### config.mk
export PLATFORM = sky130hd
export DESIGN_NAME = ljpf_mul
export DESIGN_NICKNAME = d
export VERILOG_FILES = /design/src/rtl/ljpf_mul.sv
export SDC_FILE = /design/constraint.sdc
export NUM_CORES = 2
export LEC_CHECK = 0
export BUFFER_PORTS_ARGS = -buffer_cell sky130_fd_sc_hd__buf_2
export CAP_MARGIN = 0
export CORE_MARGIN = 2
export CORE_UTILIZATION = 40
export DETAILED_ROUTE_END_ITERATION = 10
export PLACE_DENSITY = 0.59
export SYNTH_ARGS = -nofsm -noshare
export SYNTH_HDL_FRONTEND = slang
export SYNTH_SLANG_ARGS = --single-unit
export TNS_END_PERCENT = 20
### constraint.sdc
create_clock -name clk -period 3.21 [get_ports clk]
set_input_delay 0.1605 -clock clk [delete_from_list [all_inputs] [get_ports clk]]
set_output_delay 0.1605 -clock clk [all_outputs]
set_load 0.01 [all_outputs]
### src/rtl/ljpf_mul.sv
// Two-stage unsigned multiplier built from four half-width partial products.
// Carries a valid bit and an opaque tag alongside; no package dependencies.
module ljpf_mul #(
    parameter int AW = 32,
    parameter int BW = 32,
    parameter int TW = 1
) (
    input  logic             clk,
    input  logic             rst_n,
    input  logic             en,
    input  logic             valid_in,
    input  logic [AW-1:0]    a_in,
    input  logic [BW-1:0]    b_in,
    input  logic [TW-1:0]    tag_in,
    output logic             valid_out,
    output logic [AW+BW-1:0] prod,
    output logic [TW-1:0]    tag_out
);
    localparam int AL = AW / 2;
    localparam int AH = AW - AL;
    localparam int BL = BW / 2;
    localparam int BH = BW - BL;
    localparam int PW = AW + BW;

    logic [AL+BL-1:0] pp_ll_reg;
    logic [AL+BH-1:0] pp_lh_reg;
    logic [AH+BL-1:0] pp_hl_reg;
    logic [AH+BH-1:0] pp_hh_reg;
    logic [TW-1:0]    tag1_reg;
    logic             v1_reg;
    logic [PW-1:0]    prod_reg;
    logic [PW-1:0]    prod_next;
    logic [TW-1:0]    tag2_reg;
    logic             v2_reg;

    always_comb
    begin
        prod_next = PW'(pp_ll_reg) + (PW'(pp_lh_reg) << BL) + (PW'(pp_hl_reg) << AL)
                  + (PW'(pp_hh_reg) << (AL + BL));
    end

    always_ff @(posedge clk or negedge rst_n)
    begin
        if (!rst_n)
        begin
            v1_reg <= 1'b0;
            v2_reg <= 1'b0;
        end else if (en)
        begin
            v1_reg <= valid_in;
            v2_reg <= v1_reg;
        end
    end

    always_ff @(posedge clk)
    begin
        if (en)
        begin
            pp_ll_reg <= (AL+BL)'(a_in[AL-1:0]) * (AL+BL)'(b_in[BL-1:0]);
            pp_lh_reg <= (AL+BH)'(a_in[AL-1:0]) * (AL+BH)'(b_in[BW-1:BL]);
            pp_hl_reg <= (AH+BL)'(a_in[AW-1:AL]) * (AH+BL)'(b_in[BL-1:0]);
            pp_hh_reg <= (AH+BH)'(a_in[AW-1:AL]) * (AH+BH)'(b_in[BW-1:BL]);
            tag1_reg  <= tag_in;
            prod_reg  <= prod_next;
            tag2_reg  <= tag1_reg;
        end
    end

    assign valid_out = v2_reg;
    assign prod      = prod_reg;
    assign tag_out   = tag2_reg;

endmodule

==> metrics.yaml <==
route:
  highest_layer: "met5"
  viasPerCell: 4.93
  drc: 0
  ant_nets: 0
  vias: 31900
  wl_met1_microns: 50700
  met2_length_microns: 55900
  drt_wl_total_microns: 117000
  first_pass_iters: 6
  wl_met3_microns: 6720
  wire_per_inst_microns: 18.1
  drtIter0Drc: 1557
place:
  routabilityCongestion: 0.901
  dpl.hpwl_microns: 96200
  port_buffers: 134
  dp.cells: 6363
timing:
  drv_slew: 0
  timing.final.crit_share: 1.65
  rsz0062_at_grt: "yes"
  finalHoldViolCount: 0
  finalWorstSetupSlack_ns: -2.10
  setup_viol: 123
  max_clock_freq_mhz: 188
  finClkSkew_ns: 0.0193
  max_slew_margin: 0.609
  fin_crit_ns: 5.31
  worst_pin_slew_ns: 0.571
finish:
  final_core_util: 0.514
  fin_nets: 6405
  seqCellArea_sq_um: 5880
  largest_reg_flops: 64
  area_growth_pct: 27.2
  stdcell_count: 6472
  post_route_cells_drive_above_1_share: 0.247
  nFillCells: 9425
  multi_input_area_sq_um: 34000
logic_synthesis:
  synth_fp_nets: 5718
  synth_edf_count: 194
  synth_ff_type: "edfxtp_1"
  synthArstFlopShare: 0.0102
  synth-seq-area-share: 0.140
  syn-cell-area_sq_um: 42100
  ys_seq_elements: 196
  synth_area_per_cell_sq_um: 9.57
  yosys_warnings: 0
  synth_cells: 4392
  synth.distinct_cells: 58
clocking:
  insertion_delay_ns: 0.51
  clock-sinks: 196
  cts_tree: "yes"
  path_clk_slew_ns: 0.08
  cts_max_path_buffers: 2
  cts_made_buffers: 17
  h-tree-depth: 4
  clockRootBuffer: "clkbuf_16"
critical_path:
  timing.rr.start: "pp_ll_reg[17]$_DFFE_PP_"
  path_max_fanout: 13
  worstSetupStartpoint: "b_in[20]"
  end_kind: "flip-flop"
  arrival_ns: 5.58
  criticalPathCategory: "primary input to flip-flop"
  worst_ep_required_time_ns: 3.48
  worstSetupStartpointType: "primary input"
die:
  pin_count: 135
  start_util: 0.405
  die-width_microns: 328
  fp-row-count: 118
  fp.dieArea_sq_um: 108000
  die_h_microns: 328
  design.core.area_sq_um: 104000
status:
  violations: "negative setup slack"
  outcome: "finished, violations left"
grt:
  grt_usage: 0.225
  grt_pass1_vias: 34400
  antenna_found_initial: 5
  grt_pass1_wl_microns: 188000
  grt_overflow_total: 0
  grt_max_degree: 60
min_path:
  min_from: "en"
  hp-class: "primary input to flip-flop"
job:
  drv_cap: 0
-- critical path: stages --
cell and delay [ns]:
buf_12 0.12, buf_12 0.14, and2_4 0.16, fa_1 0.54, inv_1 0.05, fa_1 0.45
fa_1 0.49, inv_1 0.05, fa_1 0.45, fa_1 0.49, inv_1 0.06, fa_1 0.54
inv_2 0.05, ha_4 0.28, nand3_2 0.05, a21o_1 0.16, o211ai_1 0.35, a21oi_4 0.09
o31a_1 0.31, o21ai_1 0.19, a21oi_2 0.08, o21a_1 0.18, xnor2_1 0.11
-- cell families (layout without fill, tap and decap cells) --
family                   count (synthesis)  in the layout  synth area share
buffers and inverters                 1123           1822             0.100
XOR/XNOR                               164            164            0.0342
multiplexers                             2              2          0.000536
AO/OA/AOI/OAI                          389            389            0.0593
adder cells (fa/ha/maj)               1257           1257             0.518
other                                    0              1                 0
AND/OR/NAND/NOR                       1261           1261             0.148
flip-flops                             196            196             0.140
-- what timing repair did --
action                                 in CTS  in global routing
pin swaps                                 194                125
setup buffers                              60                 19
endpoints found under the hold margin       4                  0
hold buffers                                4                  0
setup endpoints to repair                 136                133
gates resized for setup                   414                217
cloned                                      7                  3
-- layout by cell type (no fill, tap or decap), drive strengths merged, types with 51 or more instances in the layout --
cell | netlist | routed
buf | 0 | 859
xor2 | 51 | 51
nand2 | 608 | 608
ha | 448 | 448
inv | 920 | 926
xnor2 | 113 | 113
o21ai | 71 | 71
nor2 | 57 | 57
and2 | 476 | 476
edfxtp | 194 | 194
fa | 809 | 809
a21o | 82 | 82
a21oi | 129 | 129
-- routing by layer --
metal | track usage | up-vias
met2 | 0.377 | 771
met1 | 0.301 | 16200
met4 | 0.0696 | 8
li1 | - | 14800
met3 | 0.0353 | 137
met5 | 0 | -
-- path summary, 6_finish.rpt --
check,to,slack (ns),cells after the start
setup / recovery,pp_hh_reg[28]$_DFFE_PP_,-2.10,23
hold / removal,prod[38]$_DFFE_PP_,0.13,1
hold reg to reg,prod[7]$_DFFE_PP_,0.42,0
min in group asynchronous,v1_reg$_DFFE_PN0P_,0.53,3
max in group asynchronous,valid_out$_DFFE_PN0P_,2.55,3
setup reg to reg,prod[61]$_DFFE_PP_,-0.54,16
-- cell type report --
cell class,instances,area share
multi-input cells,3073,0.637
well taps,1380,0.0323
clock buffers,18,0.00803
diodes,1,0.0000468
flip-flops and latches,196,0.110
clock inverters,13,0.00311
inverters,920,0.0646
repair buffers,871,0.145
-- synthesized netlist by cell type, drive strengths merged, types with 3 or more instances --
cell,instances,area (sq um)
inv,920,3450
fa,809,16200
nand2,608,2280
and2,476,2980
ha,448,5610
clkbuf,203,762
edfxtp,194,5830
a21oi,129,653
xnor2,113,990
a21o,82,616
o21ai,71,355
nor2,57,214
xor2,51,447
nand3,24,120
and3,23,144
o21bai,21,158
a31oi,18,113
nor2b,18,113
nand4,14,87.6
nand2b,13,81.3
a211oi,11,92.6
nor3,10,50.1
o21a,10,75.1
o211ai,8,60.1
a31o,5,43.8
a2111oi,4,41.3
and4,4,35.0
a21boi,3,22.5
a221oi,3,45.0
a41oi,3,26.3
nand3b,3,22.5
o2111ai,3,26.3
-- metrics by stage --
stage / setup slack [ns] / setup TNS, ns / hold slack (ns) / cell area [sq um]
2_1_floorplan: -2.48 / -165.64 / -0.135 / 42800
3_3_place_gp: -3.03 / -258.73 / -0.0549 / 49400
3_5_place_dp: -3.03 / -262.79 / -0.0522 / 49400
4_1_cts: -2.06 / -161.88 / 0.0967 / 52400
5_1_grt: -2.24 / -180.44 / 0.124 / 53500
6_report: -2.10 / -162.53 / 0.129 / 53500
Power is not shown: default switching activity piles up to over one toggle a cycle in this logic, so the estimate is an artifact.
