## src/rtl/ljpf_div.sv

```systemverilog
// Pipelined restoring divider, one quotient bit per stage, QW stages deep.
// The starting remainder must be below the divisor; no package dependencies.
module ljpf_div #(
    parameter int DW = 32,
    parameter int QW = 32,
    parameter int TW = 1
) (
    input  logic          clk,
    input  logic          rst_n,
    input  logic          en,
    input  logic          valid_in,
    input  logic [DW-1:0] rem_in,
    input  logic [QW-1:0] lo_in,
    input  logic [DW-1:0] den_in,
    input  logic [TW-1:0] tag_in,
    output logic          valid_out,
    output logic [QW-1:0] quot,
    output logic [TW-1:0] tag_out
);
    logic [DW-1:0] rem_reg [QW];
    logic [QW-1:0] lo_reg  [QW];
    logic [DW-1:0] den_reg [QW];
    logic [QW-1:0] q_reg   [QW];
    logic [TW-1:0] tag_reg [QW];
    logic          v_reg   [QW];

    genvar gi;
    for (gi = 0; gi < QW; gi++)
    begin : g_stage
        logic [DW-1:0] rem_cur;
        logic [QW-1:0] lo_cur;
        logic [DW-1:0] den_cur;
        logic [QW-1:0] q_cur;
        logic [TW-1:0] tag_cur;
        logic          v_cur;
        logic [DW:0]   trial;
        logic [DW:0]   diff;
        logic          ge;

        if (gi == 0)
        begin : g_first
            always_comb
            begin
                rem_cur = rem_in;
                lo_cur  = lo_in;
                den_cur = den_in;
                q_cur   = '0;
                tag_cur = tag_in;
                v_cur   = valid_in;
            end
        end else
        begin : g_next
            always_comb
            begin
                rem_cur = rem_reg[gi-1];
                lo_cur  = lo_reg[gi-1];
                den_cur = den_reg[gi-1];
                q_cur   = q_reg[gi-1];
                tag_cur = tag_reg[gi-1];
                v_cur   = v_reg[gi-1];
            end
        end

        always_comb
        begin
            trial = {rem_cur, lo_cur[QW-1]};
            diff  = trial - {1'b0, den_cur};
            ge    = (trial >= {1'b0, den_cur});
        end

        always_ff @(posedge clk or negedge rst_n)
        begin
            if (!rst_n)
                v_reg[gi] <= 1'b0;
            else if (en)
                v_reg[gi] <= v_cur;
        end

        always_ff @(posedge clk)
        begin
            if (en)
            begin
                rem_reg[gi] <= ge ? diff[DW-1:0] : trial[DW-1:0];
                lo_reg[gi]  <= {lo_cur[QW-2:0], 1'b0};
                den_reg[gi] <= den_cur;
                q_reg[gi]   <= {q_cur[QW-2:0], ge};
                tag_reg[gi] <= tag_cur;
            end
        end
    end

    assign valid_out = v_reg[QW-1];
    assign quot      = q_reg[QW-1];
    assign tag_out   = tag_reg[QW-1];

endmodule

```

## config.mk

```make
export PLATFORM = sky130hd
export DESIGN_NAME = ljpf_div
export DESIGN_NICKNAME = d
export VERILOG_FILES = /design/src/rtl/ljpf_div.sv
export SDC_FILE = /design/constraint.sdc
export NUM_CORES = 2
export LEC_CHECK = 0
export BUFFER_PORTS_ARGS = -buffer_cell sky130_fd_sc_hd__buf_2
export CORE_AREA = 2 2 568 570
export CTS_CLUSTER_DIAMETER = 60
export DETAILED_ROUTE_END_ITERATION = 6
export DIE_AREA = 0 0 570 572
export PLACE_DENSITY_LB_ADDON = 0.15
export SYNTH_ARGS = -nofsm -noshare
export SYNTH_HDL_FRONTEND = slang
export SYNTH_MEMORY_MAX_BITS = 65536
export SYNTH_SLANG_ARGS = --single-unit
```

## constraint.sdc

```tcl
create_clock -name clk -period 4 [get_ports clk]
set_input_delay 1 -clock clk [delete_from_list [all_inputs] [get_ports clk]]
set_output_delay 1 -clock clk [all_outputs]
set_load 0.1 [all_outputs]
```

==> key figures <==
STA
  • Max Slew Vio Count: 0
  • Clk_skew: around 0.047 ns
  • Final worst setup slack: -0.1228 ns
  • FMAX: about 240 MHz
  • Worst slew pin tran: 1.068 ns
  • Endpoints failing setup: 38
  • Max_slew headroom: between 20 and 30%
  • Post-route clock period utilization: 103.1%
  • WHS: around 0.11 ns
  • Fin. Hold Viols: 0
  • RSZ-0062 raised after global routing: yes
  • Fin crit period: ~4.1 ns

Placed design
  • GPL Wtd Cong: roughly 0.93
  • Inst Count DP: roughly 17k
  • IO Port Bufs: roughly 130
  • Dpl hpwl: between 200000 and 300000 um

Synthesis
  • Synth Flop Type: edfxtp_1
  • Number of flops mapped to enable cells by yosys: 3040
  • Distinct cells, synth: 88
  • Synth top cells by count: edfxtp_1, inv_1, ha_1
  • Syn Inst Count: between 10k and 15k
  • Post-synthesis sequential area ratio: 58.89%
  • Top cells by area, synth: edfxtp_1, ha_1, mux2_2, inv_1, o21ai_0
  • Syn Nets: 13.98k
  • #FFs+latches synth: 3072
  • Netlist Area Pre-Place: about 160000 sq um
  • Top cell type's share of synthesized area: 58.38%
  • Yosys top cell by area: edfxtp_1
  • Synthesis warning total: 0
  • Asr flop ratio synth: about 1.0%
  • Synthesized area per cell: between 10 and 15 sq um
  • Count leader, synth: edfxtp_1

Die
  • IO Pins: between 100 and 150
  • Die width: around 570 um
  • CORE AREA: 319800 sq um
  • Rows: 208
  • Die Ht: about 570 um
  • Initial Util: 48.89%
  • Area of the die: 326000 sq um

Clock tree
  • CTS Root Cell: clkbuf_16
  • CTS Buffer Depth: 4
  • Later-pin clock latency in the skew report: roughly 0.95 ns
  • Number of buffers created by CTS: around 350
  • Reg clk slew, reported paths: roughly 0.06 ns
  • CTS tree: built
  • CTS sink cnt: roughly 3.1k
  • Htree depth: 5

GRT
  • First-pass GRT wire length: between 500000 and 600000 um
  • GR Util All Layers: a little under a quarter
  • Initial antenna violation count: 10
  • Largest net degree at the start of global routing: 86
  • GRT overflow: 0
  • Vias in the first global route: about 98k

Critical path
  • Arrival time worst endpoint: 4.80 ns
  • CP endpoint kind: flop
  • Worst path max stage delay: roughly 0.43 ns
  • Worst-path maximum fanout: 5
  • CP Launch Type: flop
  • Crit Path Category: reg2reg
  • Critical-path cell with the highest stage delay: or4_4
  • WP data required: between 4 and 5 ns
  • Crit-path most repeated cell: o31a_1
  • Crit path cell chain: inv_2, ha_4, nor2b_4, o31a_1, or4_4, a32o_2, a21o_1, o31a_1, a221oi_2, a21oi_1, a211o_1, a211oi_4, buf_6, clkbuf_16, mux2_4

Route
  • TritonRoute pass-1 iters: 6
  • DR vias/cell: 5.592
  • Routed via count: roughly 100k
  • DRT Wirelength: between 300000 and 400000 um
  • DR iter-0 viols: approximately 8.2k
  • Final ANT Viol Nets: 0
  • WL/cell: 21.15 um
  • DR DRC count: 0

Status
  • Status: finished with violations
  • Failing checks: setup timing

Cells and area
  • P&R area growth vs syn: 15.28%
  • Share of cells above drive strength 1: between 10 and 15%
  • Nets: roughly 15k
  • Final cell count without fillers: between 15k and 20k

Job
  • Max Cap Viol: 0

Pwr
  • Peak supply drop: approximately 0.45 mV
  • Total power: 0.1500 W
  • Power Density: around 830 nW/um^2
  • Pleak: 73.52 nW

Hold path
  • Hold WC Path Type: in2async
-- critical path, delay by kind of cell (launching register included) --
kind	cells	cell delay [ns]
compound gates	8	1.94
fa+ha+maj	1	0.20
buf+inv	3	0.48
flops	1	0.40
mux	1	0.29
simple gates	2	0.55
-- per-stage QoR --
step	worst slack, ns	setup TNS [ns]	util (%)	instance area, sq um
after floorplan	-0.2057	-6.750	-	156600
after global placement	-0.6726	-29.64	52.36	167500
after detailed placement	-0.7278	-40.75	52.36	167500
after CTS	-0.1568	-4.284	56.18	179700
after global routing	-0.2555	-11.79	56.36	180300
final	-0.1228	-3.098	56.36	180300
-- cell families after synthesis --
group | count (synthesis) | share of synthesized area [%]
multiplexers | 482 | 3.446
AO/OA/AOI/OAI | 3269 | 12.94
buffers and inverters | 1566 | 3.784
adder cells (fa/ha/maj) | 1055 | 8.591
AND/OR/NAND/NOR | 2532 | 7.611
XOR/XNOR | 845 | 4.733
flip-flops | 3072 | 58.89
-- report_power, final --
group	leakage, nW	total, W	internal (W)	switching (W)
Sequential	30.2	0.0518	0.0464	0.00534
Combinational	37.7	0.0659	0.0299	0.0360
Clock	5.64	0.0324	0.0188	0.0136
Total	73.5	0.150	0.0952	0.0549
-- cell type report --
cell class,count,area (sq um)
Antenna cell,1,2.502
Clock buffer,418,9184
Clock inverter,226,2540
Fill cell,26320,139600
Inverter,1268,4772
Multi-Input combinational cell,8183,59300
Sequential cell,3072,92090
Tap cell,4200,5255
Timing Repair Buffer,802,7112
-- layer usage --
metal	global-route usage (%)	wire length, um	part of all wire, %	vias to the layer above
li1	-	-	-	49040
met3	2.660	19480	5.1	594
met5	0	37	0.0096	-
met4	6.674	10860	2.8	6
met1	32.81	176800	46	49400
met2	37.09	177200	46	2578
-- cell usage in the layout (no fill, tap or decap), types with 40 or more instances in the layout --
cell type  count
a211oi_1      66
a21o_1       560
a21oi_1      899
a31oi_1       86
and2_1        40
and3_1        79
buf_12        96
buf_2        133
buf_4        554
clkbuf_1      60
clkbuf_16    364
clkinv_1      53
clkinv_2      47
edfxtp_1    3040
ha_1        1018
inv_1       1264
mux2_2       380
mux2_4        71
nand2_1      965
nand2b_1     106
nand3_1      183
nand4_1      192
nor2_1       529
nor2b_1      159
nor3_1       112
o21a_1       103
o21ai_0      924
o21bai_1     113
o31a_1        43
o31ai_1       59
xnor2_1      493
xor2_1       352
-- what timing repair did --
action,CTS,global route
hold endpoints to repair,0,0
setup buffers,13,19
hold buffers,0,0
endpoints found under the setup margin,160,458
resized for setup,63,90
pin swaps,14,38
gates cloned,5,7
-- worst paths after layout --
check                                         start  slack (ns)  cells past startpoint                       endpoint
setup reg to reg           den_reg[28][1]$_DFFE_PP_       -0.12                     15      rem_reg[29][20]$_DFFE_PP_
setup / recovery           den_reg[28][1]$_DFFE_PP_       -0.12                     15      rem_reg[29][20]$_DFFE_PP_
max in group asynchronous                     rst_n        3.42                      1  g_stage[21].v_cur$_DFFE_PN0P_
min in group clk                           lo_in[7]        0.22                      1         lo_reg[0][7]$_DFFE_PP_
hold reg to reg            lo_reg[1][273]$_DFFE_PP_        0.40                      0       lo_reg[1][305]$_DFFE_PP_
hold / removal                                rst_n        0.11                      1   g_stage[1].v_cur$_DFFE_PN0P_
(Power assumes the default switching activity.)
